--- src/sv/iem_pkg.sv ---
// ----------------------------------------------------------------------------
// iem_pkg
// Shared types and constants of the injected event echo matcher: ring size,
// command and register codes, and the control and status bundles between the
// controller and the datapath.
// ----------------------------------------------------------------------------
package iem_pkg;

  localparam int RING_DEPTH = 128;
  localparam int PTR_W      = $clog2(RING_DEPTH);
  localparam int CNT_W      = $clog2(RING_DEPTH + 1);

  localparam int VK_W    = 8;
  localparam int SCAN_W  = 16;
  localparam int TIME_W  = 48;
  localparam int TTL_W   = 24;
  localparam int MAP_W   = 64;
  localparam int NUM_MAP = 4;
  localparam int REG_W   = 3;
  localparam int DATA_W  = 64;

  localparam logic [TTL_W-1:0] TTL_RESET = TTL_W'(300000);

  typedef enum logic [1:0] {
    CMD_REC_FILT = 2'd0,
    CMD_REC_RAW  = 2'd1,
    CMD_QUERY    = 2'd2,
    CMD_CLEAR    = 2'd3
  } cmd_code_t;

  typedef enum logic [REG_W-1:0] {
    REG_SESSION  = 3'd0,
    REG_TRACKING = 3'd1,
    REG_TTL      = 3'd2,
    REG_TEARDOWN = 3'd3,
    REG_MAP0     = 3'd4,
    REG_MAP1     = 3'd5,
    REG_MAP2     = 3'd6,
    REG_MAP3     = 3'd7
  } reg_index_t;

  typedef struct packed {
    logic kind;
    logic [VK_W-1:0] vk;
    logic [SCAN_W-1:0] scan;
    logic ext;
    logic down;
  } entry_t;

  // datapath to controller
  typedef struct packed {
    logic push_ok;
    logic is_clear;
    logic is_query;
    logic teardown_hit;
    logic scan_needed;
    logic scan_hit;
    logic scan_done;
  } dp_status_t;

  // controller to datapath
  typedef struct packed {
    logic push;
    logic clear;
    logic load_query;
    logic scan_start;
    logic scan_step;
    logic res_load;
    logic res_value;
  } dp_cmd_t;

endpackage

--- src/sv/iem_ctrl.sv ---
// ----------------------------------------------------------------------------
// iem_ctrl
// Controller: accepts items, steers record and clear writes, and runs the
// ring scan of a query until a hit or the end of the valid entries.
// ----------------------------------------------------------------------------
module iem_ctrl (
  input  logic                clk,
  input  logic                rst,
  input  logic                start,
  input  iem_pkg::dp_status_t st,
  output iem_pkg::dp_cmd_t    cmd,
  output logic                busy,
  output logic                done
);
  import iem_pkg::*;

  typedef enum logic [1:0] {
    S_IDLE = 2'b01,
    S_SCAN = 2'b10
  } state_t;

  state_t state;
  state_t state_next;
  logic   accept;

  assign busy   = (state != S_IDLE);
  assign accept = start && !busy;

  always_comb begin
    state_next = state;
    cmd        = '0;
    case (state)
      S_IDLE: begin
        if (accept) begin
          cmd.push  = st.push_ok;
          cmd.clear = st.is_clear;
          if (st.is_query) begin
            cmd.load_query = 1'b1;
            if (st.teardown_hit) begin
              cmd.res_load  = 1'b1;
              cmd.res_value = 1'b1;
            end else if (!st.scan_needed) begin
              cmd.res_load  = 1'b1;
              cmd.res_value = 1'b0;
            end else begin
              cmd.scan_start = 1'b1;
              state_next     = S_SCAN;
            end
          end
        end
      end
      S_SCAN: begin
        cmd.scan_step = 1'b1;
        if (st.scan_hit) begin
          cmd.res_load  = 1'b1;
          cmd.res_value = 1'b1;
          state_next    = S_IDLE;
        end else if (st.scan_done) begin
          cmd.res_load  = 1'b1;
          cmd.res_value = 1'b0;
          state_next    = S_IDLE;
        end
      end
      default: begin
        state_next = S_IDLE;
      end
    endcase
  end

  always_ff @(posedge clk) begin
    if (rst) begin
      state <= S_IDLE;
      done  <= 1'b0;
    end else begin
      state <= state_next;
      done  <= cmd.res_load;
    end
  end

  a_quick_answer: assert property (@(posedge clk) disable iff (rst)
    accept && st.is_query && (st.teardown_hit || !st.scan_needed) |=> done && !busy)
    else $error("quick query answer missing");

  a_scan_exit: assert property (@(posedge clk) disable iff (rst)
    state == S_SCAN && (st.scan_hit || st.scan_done) |=> done && !busy)
    else $error("scan end did not report");

  a_no_cmd_busy: assert property (@(posedge clk) disable iff (rst)
    busy |-> !cmd.push && !cmd.clear && !cmd.load_query)
    else $error("ring change while a scan runs");

endmodule

--- config.mk ---
export PLATFORM = sky130hd
export DESIGN_NAME = iem_ctrl
export DESIGN_NICKNAME = d
export VERILOG_FILES = /design/src/sv/iem_pkg.sv /design/src/sv/iem_ctrl.sv
export SDC_FILE = /design/constraint.sdc
export NUM_CORES = 1
export LEC_CHECK = 0
export ABC_AREA = 1
export BUFFER_PORTS_ARGS = -buffer_cell sky130_fd_sc_hd__buf_2
export CAP_MARGIN = 10
export CELL_PAD_IN_SITES_DETAIL_PLACEMENT = 1
export CELL_PAD_IN_SITES_GLOBAL_PLACEMENT = 1
export CORE_AREA = 4 4 41 43
export CTS_BUF_LIST = sky130_fd_sc_hd__clkbuf_16
export DETAILED_ROUTE_END_ITERATION = 8
export DIE_AREA = 0 0 45 47
export GPL_TIMING_DRIVEN = 1
export PLACE_DENSITY_LB_ADDON = 0.1
export SYNTH_ARGS = -nofsm -noshare
export SYNTH_HDL_FRONTEND = slang
export SYNTH_SLANG_ARGS = --single-unit
--- constraint.sdc ---
create_clock -name clk -period 3 [get_ports clk]
set_clock_uncertainty 0.1 [all_clocks]
set_input_delay 0.45 -clock clk [delete_from_list [all_inputs] [get_ports clk]]
set_output_delay 0.45 -clock clk [all_outputs]
set_load 0.05 [all_outputs]
==> results.md, run 1 <==
* Pin count of the biggest net entering global routing at 5
* Post-Syn Area at 264 um^2
* Clock Sink Count at 3
* Worst-path fanout max at 4
* Reg-to-reg startpoint: state[1]$_SDFFE_PP0P_
* Area growth syn-to-layout at 71.1%
* Overall Power at between 0.5 and 0.6 mW
* Grt met1 use at 0.0955
* Critical Path End Type: output port
* Hold crit path type: in2reg
* Clock buffer depth at 2
* Synth unique cells at 17
* Final setup vio count at 0
* Die height at 47 um
* Row count at 13
* Multi-input gate area at between 150 and 200 um^2
* DRT Pass-1 Iters at 2
* FF-to-FF setup slack at roughly 1.6 ns
* Number of global-route vias before repair at roughly 300
* Setup_tns at 0 ns
* Initial core utilization at 0.203
* Number of diodes at 0
* Total congestion overflow at 0
* DR vias at ~320
* Max cap viols at 0
* PD cells at about 1300 mW/mm^2
* Worst Setup Start Kind: register
* Status: completed
* Dpl hpwl at roughly 650 um
* Smallest hold slack at between 0.3 and 0.4 ns
* # IOs at 19
* Core area at 0.00130 mm^2
* First-pass GRT wire length at approximately 1.2 mm
* Peak Freq at about 0.50 GHz
* Cell total after placement at 73
* Layout cells sized above 1 at 0.419
* Yosys warns at 0
* Maximum vdd drop at around 0.52 mV
* Synth area leader: dfxtp_1
* Arrival @ worst endpoint at 1.45 ns
* Max H-tree Level at 1
* Antenna-violating nets left at 0
* Post-synthesis sequential area ratio at 0.227
* M3 GR Usage at 0.0192
* Postcts setup bufs at 0
* Overall routing resource usage at 0.0814
* Dpl ws at roughly 1.2 ns
* Die width at roughly 45 um
* DRT Wirelength at roughly 800 um
* # fillers at between 150 and 200
* Worst Min Path Start: rst
* Hold Buf Count CTS at 0
* Net Count, Synth at 53
* Total Die Area at 0.00212 mm^2
* Tmin final at approximately 2 ns
* Worst slew margin at 0.842
* CTS Buf Count at 3
* Worst r2r path cells at 8
* Non-filler cells, final at 77
* CP Data Required Time at ~2.5 ns
* Cells after Synth at 40
* Least-Margin Pin Slew at roughly 0.23 ns
* Final period utilization at 0.667
* Static Leak at between 0.2 and 0.3 nW
* Final WS setup at 0.998 ns
* Seq cells post-synth at 3
* Critical Path Source: state[1]$_SDFFE_PP0P_
* PortBufs at 18
* Antenna violations before repair at 0
* Wirelength per Cell at between 10 and 15 um
* Top Usage Layer GRT: met2
* Layout net count at 76
* Mean post-synth cell area at between 6 and 7 um^2
* RePlAce Congestion at ~0.68
* Yosys top cell area share at 0.227
* DR DRC count at 0
* GR met2 Demand/Resource at 0.116
* RR Endpoint: state[1]$_SDFFE_PP0P_
* RSZ-0062 raised after global routing: false
* First DRT Iteration DRCs at 2
* Final hold violation count at 0
* Vias per cell at 4.10
* Crit path to: cmd[1]
* Clk root buf: clkbuf_16
* Kind of critical path: reg2out
* Clock-pin slew of the registers on the worst-case setup and hold paths at 0.03 ns
* Slew Viols, Final at 0
* Register area at 60.1 um^2
* TritonCTS clock tree: done
* Largest cells by area after synthesis: dfxtp_1 (23%), ha_1 (14%), inv_1 (10%)
* Later-pin clock latency in the skew report at roughly 0.22 ns
* Post-CTS sizing at 0
## synth_stat cells, drive strengths merged
cell / count
or2: 1
nor2: 7
nor3b: 1
nor3: 1
inv: 8
a22oi: 1
nand2: 8
a21oi: 3
o21ai: 2
dfxtp: 3
nand3: 2
ha: 3
## registers in the layout (all words and copies together) (netlist names)
signal / count
done: 1
state: 2
## power by group
group | switching [mW] | total [mW] | internal [mW]
Clock | 0.0367 | 0.209 | 0.172
Combinational | 0.229 | 0.313 | 0.0842
Sequential | 0.0125 | 0.0682 | 0.0558
Total | 0.278 | 0.590 | 0.312
## worst min path at each step
stage	depth (start not counted)	slack [ns]	to
global route	2	0.32	done$_SDFF_PP0_
detailed placement	2	0.41	state[0]$_SDFFE_PP1P_
global placement	2	0.40	state[0]$_SDFFE_PP1P_
finish	2	0.31	done$_SDFF_PP0_
floorplan	2	0.38	state[1]$_SDFFE_PP0P_
CTS	2	0.31	done$_SDFF_PP0_
## cell type report
| type | instances | share of cell area |
|---|---|---|
| clock buffers | 3 | 0.166 |
| clock inverters | 1 | 0.00831 |
| multi-input cells | 29 | 0.385 |
| inverters | 8 | 0.0665 |
| repair buffers | 18 | 0.199 |
| well taps | 15 | 0.0416 |
| flip-flops and latches | 3 | 0.133 |
## cell families after synthesis
| group | after synthesis | synth area share |
|---|---|---|
| AOI/OAI and AO/OA | 6 | 0.137 |
| and+or+nand+nor | 20 | 0.379 |
| buffers and inverters | 8 | 0.114 |
| DFF | 3 | 0.227 |
| adders and majority gates | 3 | 0.142 |
## critical path, cell delays in order (launching register included)
cell and delay (ns):
dfxtp_1 0.32, inv_1 0.08, ha_1 0.18, inv_2 0.07
nor2_4 0.12, nand2_1 0.08, a21oi_1 0.11, buf_2 0.27
## through the flow
step / util / cell area (um^2)
final: 0.347 / 452
after global routing: 0.347 / 452
after CTS: 0.347 / 452
after detailed placement: 0.287 / 373
after global placement: 0.287 / 373
after floorplan: - / 264
## routing by layer
metal | up-vias | wire [um]
li1 | 168 | -
met1 | 135 | 340
met2 | 13 | 356
met3 | 0 | 91
met4 | 0 | 0
met5 | - | 0
## cell usage in the layout (no fill, tap or decap), drive strengths merged, types with 2 or more instances in the layout
cell type,count
nand3,2
o21ai,2
nor2,7
dfxtp,3
a21oi,3
ha,3
clkbuf,3
buf,18
inv,9
nand2,8
(Power assumes the default switching activity.)
==> inputs of run 2 (changes only) <==
Settings changed: CORE_AREA 4 4 41 43 to default, CORE_MARGIN from default to 4, CORE_UTILIZATION from default to 20, DIE_AREA 0 0 45 47 to default.
Clock period 3 ns to 1.8 ns, I/O delays scaled along.
==> run 2 against run 1 <==
Compared with the run above:
- setup slack lost 0.94 ns
- hold slack lost 0.18 ns
- non-clock buffer count grew 1
- die area shrank 7.1%
- register-to-register slack lost 1.1 ns
- clock-buffer cell count is the same
- critical path depth shrank 2
- clock power grew 67%
- highest routed layer is now met4
==> results.md, run 2 (same netlist as run 1, synthesis figures left out) <==
* Final hold violation count at 0 (unchanged)
* Reg-to-reg startpoint: state[1]$_SDFFE_PP0P_
* RePlAce Congestion at 0.652 (-4.0%)
* Worst path max stage delay at 0.33 ns (about the same)
* CTS Buf Count at 3 (unchanged)
* Clock buffer depth at 2 (unchanged)
* Peak Freq at 0.574 GHz
* Die width at 44.3 um (-1.5%)
* Smallest hold slack at 0.132 ns (-0.179 ns)
* Overall routing resource usage at 0.0878 (+0.00646)
* Least-Margin Pin Slew at 0.311 ns (+0.0765 ns)
* Slew Viols, Final at 0 (unchanged)
* Layout net count at 77 (+1.3%)
* Wirelength per Cell at 10.5 um (+2.9%)
* CP max stage cell: dfxtp_2
* Area growth syn-to-layout at 87.7%
* DRT Pass-1 Iters at 2 (unchanged)
* Sw frac at 0.468 (-0.00336)
* Max H-tree Level at 1 (unchanged)
* Worst r2r path cells at 8 (unchanged)
* Antenna-violating nets left at 0 (unchanged)
* Static Leak at 0.281 nW (+2.0%)
* Critical Path End Type: output port
* Number of global-route vias before repair at 288 (-3.4%)
* Core area at 0.00117 mm^2 (-10%)
* Sequential power share at 0.112 (-0.004)
* WHS Endpoint: done$_SDFF_PP0_
* Kind of critical path: reg2out
* Final period utilization at 0.967
* FF-to-FF setup slack at 0.51 ns (-1.11 ns)
* Worst slew margin at 0.790 (-0.0521)
* Number of diodes at 0 (unchanged)
* Dpl hpwl at 642 um (-0.62%)
* Clock Sink Count at 3 (unchanged)
* Later-pin clock latency in the skew report at 0.22 ns (about the same)
* Total Die Area at 0.00197 mm^2 (-7.1%)
* Combinational share of power at 0.561 (+0.030)
* Highest-count cells in the layout ignoring fill and taps: buf_2 (16), inv_1 (7), nand2_1 (6)
* Total congestion overflow at 0 (unchanged)
* Hold Buf Count CTS at 0 (unchanged)
* PortBufs at 18 (unchanged)
* Tmin final at roughly 1.7 ns
* Worst Min Path Start: rst
* Top flop regs: state: 2 flops, done: 1 flops
* TritonCTS clock tree: done
* Final WS setup at 0.0586 ns (-0.940 ns)
* Largest register FFs at 2 (unchanged)
* First-pass GRT wire length at 1.21 mm (+3.5%)
* Worst Setup Start Kind: register
* Maximum vdd drop at 1.08 mV (+110%)
* PD cells at 2160 mW/mm^2 (+65%)
* Non-filler cells, final at 77 (unchanged)
* Final setup vio count at 0 (unchanged)
* Die height at 44.3 um (-5.7%)
* Dpl ws at 0.163 ns (-1.05 ns)
* Max cap viols at 0 (unchanged)
* Crit-path cells: inv_1, ha_1, o21ai_0, a21oi_2, buf_6
* Status: completed
* CP delay by family, top: compound AO/OA/AOI/OAI gates
* Most common cell after layout, fill and taps aside: buf_2
* DR vias at 328 (+3.8%)
* Row count at 12 (-1)
* Int Power at 0.569 mW (+83%)
* Pin count of the biggest net entering global routing at 5 (unchanged)
* Clock network power share at 0.327 (-0.026)
* Setup_tns at 0 ns (unchanged)
* RSZ-0062 raised after global routing: false
* Cell total after placement at 72 (-1.4%)
* Worst-path fanout max at 4 (unchanged)
* RR Endpoint: state[1]$_SDFFE_PP0P_
* Crit path buffers/inverters at 2 (-1)
* Placed cell area at 388 um^2 (+4.0%)
* Layout cells sized above 1 at 0.571 (+0.152)
* DR DRC count at 0 (unchanged)
* Finished Cell Area at 495 um^2 (+9.7%)
* Switch Pwr at 0.501 mW (+80%)
* Clock-pin slew of the registers on the worst-case setup and hold paths at 0.03 ns (about the same)
* Antenna violations before repair at 0 (unchanged)
* Overall Power at 1.07 mW (+81%)
* CP Data Required Time at 1.43 ns (-1.02 ns)
* Arrival @ worst endpoint at 1.37 ns (-0.08 ns)
* # IOs at 19 (unchanged)
* Clk root buf: clkbuf_16
* Vias per cell at 4.26 (+3.8%)
* Register with the most flip-flops: state
* Initial core utilization at 0.225 (+0.0225)
* DRT Wirelength at 810 um (+2.9%)
* First DRT Iteration DRCs at 1 (-1)
* Hold crit path type: in2reg
* Hold Path Depth at 2 (unchanged)
* Final Core Density at 0.423 (+0.0760)
[run 2: cell types whose count changed in the layout (fill, tap and decap cells not counted), moves of 2 or more]
cell and delta:
buf_4 +2, buf_2 -2, dfxtp_2 +2, dfxtp_1 -2
[run 2: area by class of cell]
class / instances / area [um^2]
Timing Repair Buffer: 19 / 106
Multi-Input combinational cell: 29 / 200
Tap cell: 14 / 17.5
Clock buffer: 3 / 75.1
Fill cell: 167 / 676
Inverter: 8 / 30.0
Clock inverter: 1 / 3.75
Sequential cell: 3 / 62.6
[run 2: how the worst max path moves through the flow]
stage	slack [ns]	cells past startpoint	end	from
floorplan	-0.24	4	cmd[1]	state[0]$_SDFFE_PP1P_
global placement	0.19	6	cmd[1]	state[0]$_SDFFE_PP1P_
detailed placement	0.16	7	cmd[0]	state[1]$_SDFFE_PP0P_
CTS	0.009	7	cmd[1]	state[1]$_SDFFE_PP0P_
global route	0.001	7	cmd[1]	state[1]$_SDFFE_PP0P_
finish	0.06	5	cmd[1]	state[0]$_SDFFE_PP1P_
[run 2: per-layer routing]
metal	global-route usage	up-vias	wire length [um]
li1	-	171	-
met1	0.103	141	350
met2	0.116	14	337
met3	0.0325	2	94
met4	0.0904	0	27
met5	0	-	0
[run 2: what timing repair did]
item                                    in CTS  in global routing
buffers inserted                             0                  1
hold endpoints to repair                     0                  0
resized for setup                            6                  3
endpoints found under the setup margin       2                  2
pin swaps                                    0                  3
[run 2: power by group through the flow]
stage | clock network, mW | registers, mW | logic, mW
floorplan | 0 | 0.124 | 0.439
global placement | 0 | 0.113 | 0.563
global route | 0.367 | 0.126 | 0.645
finish | 0.350 | 0.120 | 0.601
detailed placement | 0 | 0.115 | 0.561
CTS | 0.357 | 0.117 | 0.583
==> inputs of run 3 (changes only) <==
Settings changed: BUFFER_PORTS_ARGS -buffer_cell sky130_fd_sc_hd__buf_2 to default, CORE_AREA from default to 4 4 41 43, CORE_MARGIN 4 to default, CORE_UTILIZATION 20 to default, DIE_AREA from default to 0 0 45 47, DONT_BUFFER_PORTS from default to 1.
==> run 3 against run 2 <==
Compared with the run above:
- highest routed layer is now met3
- global-route usage about the same
- largest power group unchanged
- critical path depth grew 2
- total power up 2.7%
- final area fell by 2.5%
- core utilization down 5.2 points
==> results.md, run 3 (same netlist as run 1, synthesis figures left out) <==
* Worst slew margin at 0.672 (-0.118)
* Largest register FFs at 2 (unchanged)
* Vias per cell at 4.33 (+1.6%)
* Worst Setup Start Kind: register
* CTS Buf Count at 3 (unchanged)
* Dpl hpwl at 673 um (+4.8%)
* TritonCTS clock tree: done
* Worst-path fanout max at 4 (unchanged)
* RSZ-0062 raised after global routing: false
* Max H-tree Level at 1 (unchanged)
* PD cells at 2280 mW/mm^2 (+5.4%)
* Wl on met1 at 347 um (-0.86%)
* Arrival @ worst endpoint at 1.36 ns (about the same)
* Top flop regs: state: 2 flops, done: 1 flops
* Wirelength per Cell at 12.6 um (+20%)
* DRT Pass-1 Iters at 4 (+2)
* Overall routing resource usage at 0.0876 (-0.000213)
* Static Leak at 0.240 nW (-14%)
* Total congestion overflow at 0 (unchanged)
* Die width at 45 um (+1.5%)
* Number of global-route vias before repair at 302 (+4.9%)
* Least-Margin Pin Slew at 0.491 ns (+0.180 ns)
* Clock-pin slew of the registers on the worst-case setup and hold paths at 0.03 ns (about the same)
* PortBufs at 0 (-18)
* Critical Path End Type: output port
* RePlAce Congestion at 0.647 (-0.71%)
* Initial core utilization at 0.203 (-0.0225)
* Non-filler cells, final at 67 (-13%)
* # IOs at 19 (unchanged)
* CP Data Required Time at 1.43 ns (about the same)
* Row count at 13 (+1)
* Met3 WL post-DR at 80 um (-15%)
* Cell total after placement at 62 (-14%)
* Clock buffer depth at 2 (unchanged)
* Number of diodes at 0 (unchanged)
* Final period utilization at 0.963 (-0.00460)
* DRT Wirelength at 843 um (+4.1%)
* Antenna violations before repair at 0 (unchanged)
* Layout net count at 66 (-14%)
* Area growth syn-to-layout at 82.9%
* Clock Sink Count at 3 (unchanged)
* DR DRC count at 0 (unchanged)
* Highest-count cells in the layout ignoring fill and taps: inv_1 (7), nand2_1 (6), buf_4 (6)
* Clk root buf: clkbuf_16
* Max Used Layer: met3
* Hold Buf Count CTS at 0 (unchanged)
* Overall Power at 1.10 mW (+2.7%)
* Final hold violation count at 0 (unchanged)
* Layout cells sized above 1 at 0.481 (-0.0907)
* Met2 Routed Length at 415 um (+23%)
* Later-pin clock latency in the skew report at 0.22 ns (about the same)
* Pin count of the biggest net entering global routing at 5 (unchanged)
* Hold crit path type: in2reg
* Peak Freq at 0.577 GHz (+0.48%)
* First-pass GRT wire length at 1.33 mm (+9.6%)
* Status: completed
* Die height at 47 um (+6.0%)
* Slew Viols, Final at 0 (unchanged)
* Most common cell after layout, fill and taps aside: inv_1
* Kind of critical path: reg2out
* DR vias at 290 (-12%)
* Total Die Area at 0.00212 mm^2 (+7.6%)
* Max cap viols at 0 (unchanged)
* Maximum vdd drop at 0.681 mV (-37%)
* Register with the most flip-flops: state
* Antenna-violating nets left at 0 (unchanged)
* Tmin final at 1.73 ns (-0.00828 ns)
* First DRT Iteration DRCs at 6 (+5)
* Core area at 0.00130 mm^2 (+11%)
* Final setup vio count at 0 (unchanged)
## run 3: routing by layer
layer / vias up / track usage
met5: - / 0
met4: 0 / 0.0526
met3: 0 / 0.0268
met2: 13 / 0.144
met1: 129 / 0.0998
li1: 148 / -
## run 3: worst max-delay path, stage by stage, from the launching register on
cell and delay [ns]:
dfxtp_2 0.34, inv_2 0.05, ha_4 0.15, inv_2 0.10, nor2_4 0.06, a22oi_1 0.23, nor2_4 0.06, buf_12 0.15
## run 3: metrics by stage
stage / instance area (um^2) / setup slack (ns) / hold slack, ns / setup TNS (ns) / utilization
floorplan: 280 / -0.236 / 0.241 / -0.236 / -
global placement: 377 / 0.233 / 0.242 / 0 / 0.289
detailed placement: 377 / 0.205 / 0.245 / 0 / 0.289
CTS: 462 / 0.00481 / 0.00999 / 0 / 0.355
global route: 483 / 0.00725 / 0.0151 / 0 / 0.371
finish: 483 / 0.0669 / 0.0136 / 0 / 0.371
## run 3: timing repair
action                                 in CTS  in global routing
setup endpoints to repair                   2                  2
buffers inserted                            0                  1
gates resized for setup                     3                  5
endpoints found under the hold margin       0                  0
pin swaps                                   2                  2
## run 3: final timing paths
| kind | start | endpoint | slack, ns | cells after the start |
|---|---|---|---|---|
| setup reg to reg | state[1]$_SDFFE_PP0P_ | state[1]$_SDFFE_PP0P_ | 0.48 | 8 |
| hold reg to reg | state[1]$_SDFFE_PP0P_ | state[1]$_SDFFE_PP0P_ | 0.40 | 2 |
| setup / recovery | state[1]$_SDFFE_PP0P_ | cmd[0] | 0.07 | 7 |
| hold / removal | rst | done$_SDFF_PP0_ | 0.01 | 1 |
## run 3: cell type report
cell class | count | area [um^2]
Clock buffer | 3 | 75.1
Clock inverter | 1 | 3.75
Fill cell | 165 | 818
Inverter | 8 | 30.0
Multi-Input combinational cell | 29 | 208
Sequential cell | 3 | 62.6
Tap cell | 15 | 18.8
Timing Repair Buffer | 8 | 85.1
## run 3: report_power, final
group / switching [mW] / leakage, nW / total [mW] / internal (mW)
logic: 0.407 / 0.173 / 0.610 / 0.203
clock network: 0.0628 / 0.0423 / 0.349 / 0.287
registers: 0.0417 / 0.0246 / 0.140 / 0.0980
total: 0.512 / 0.240 / 1.10 / 0.588
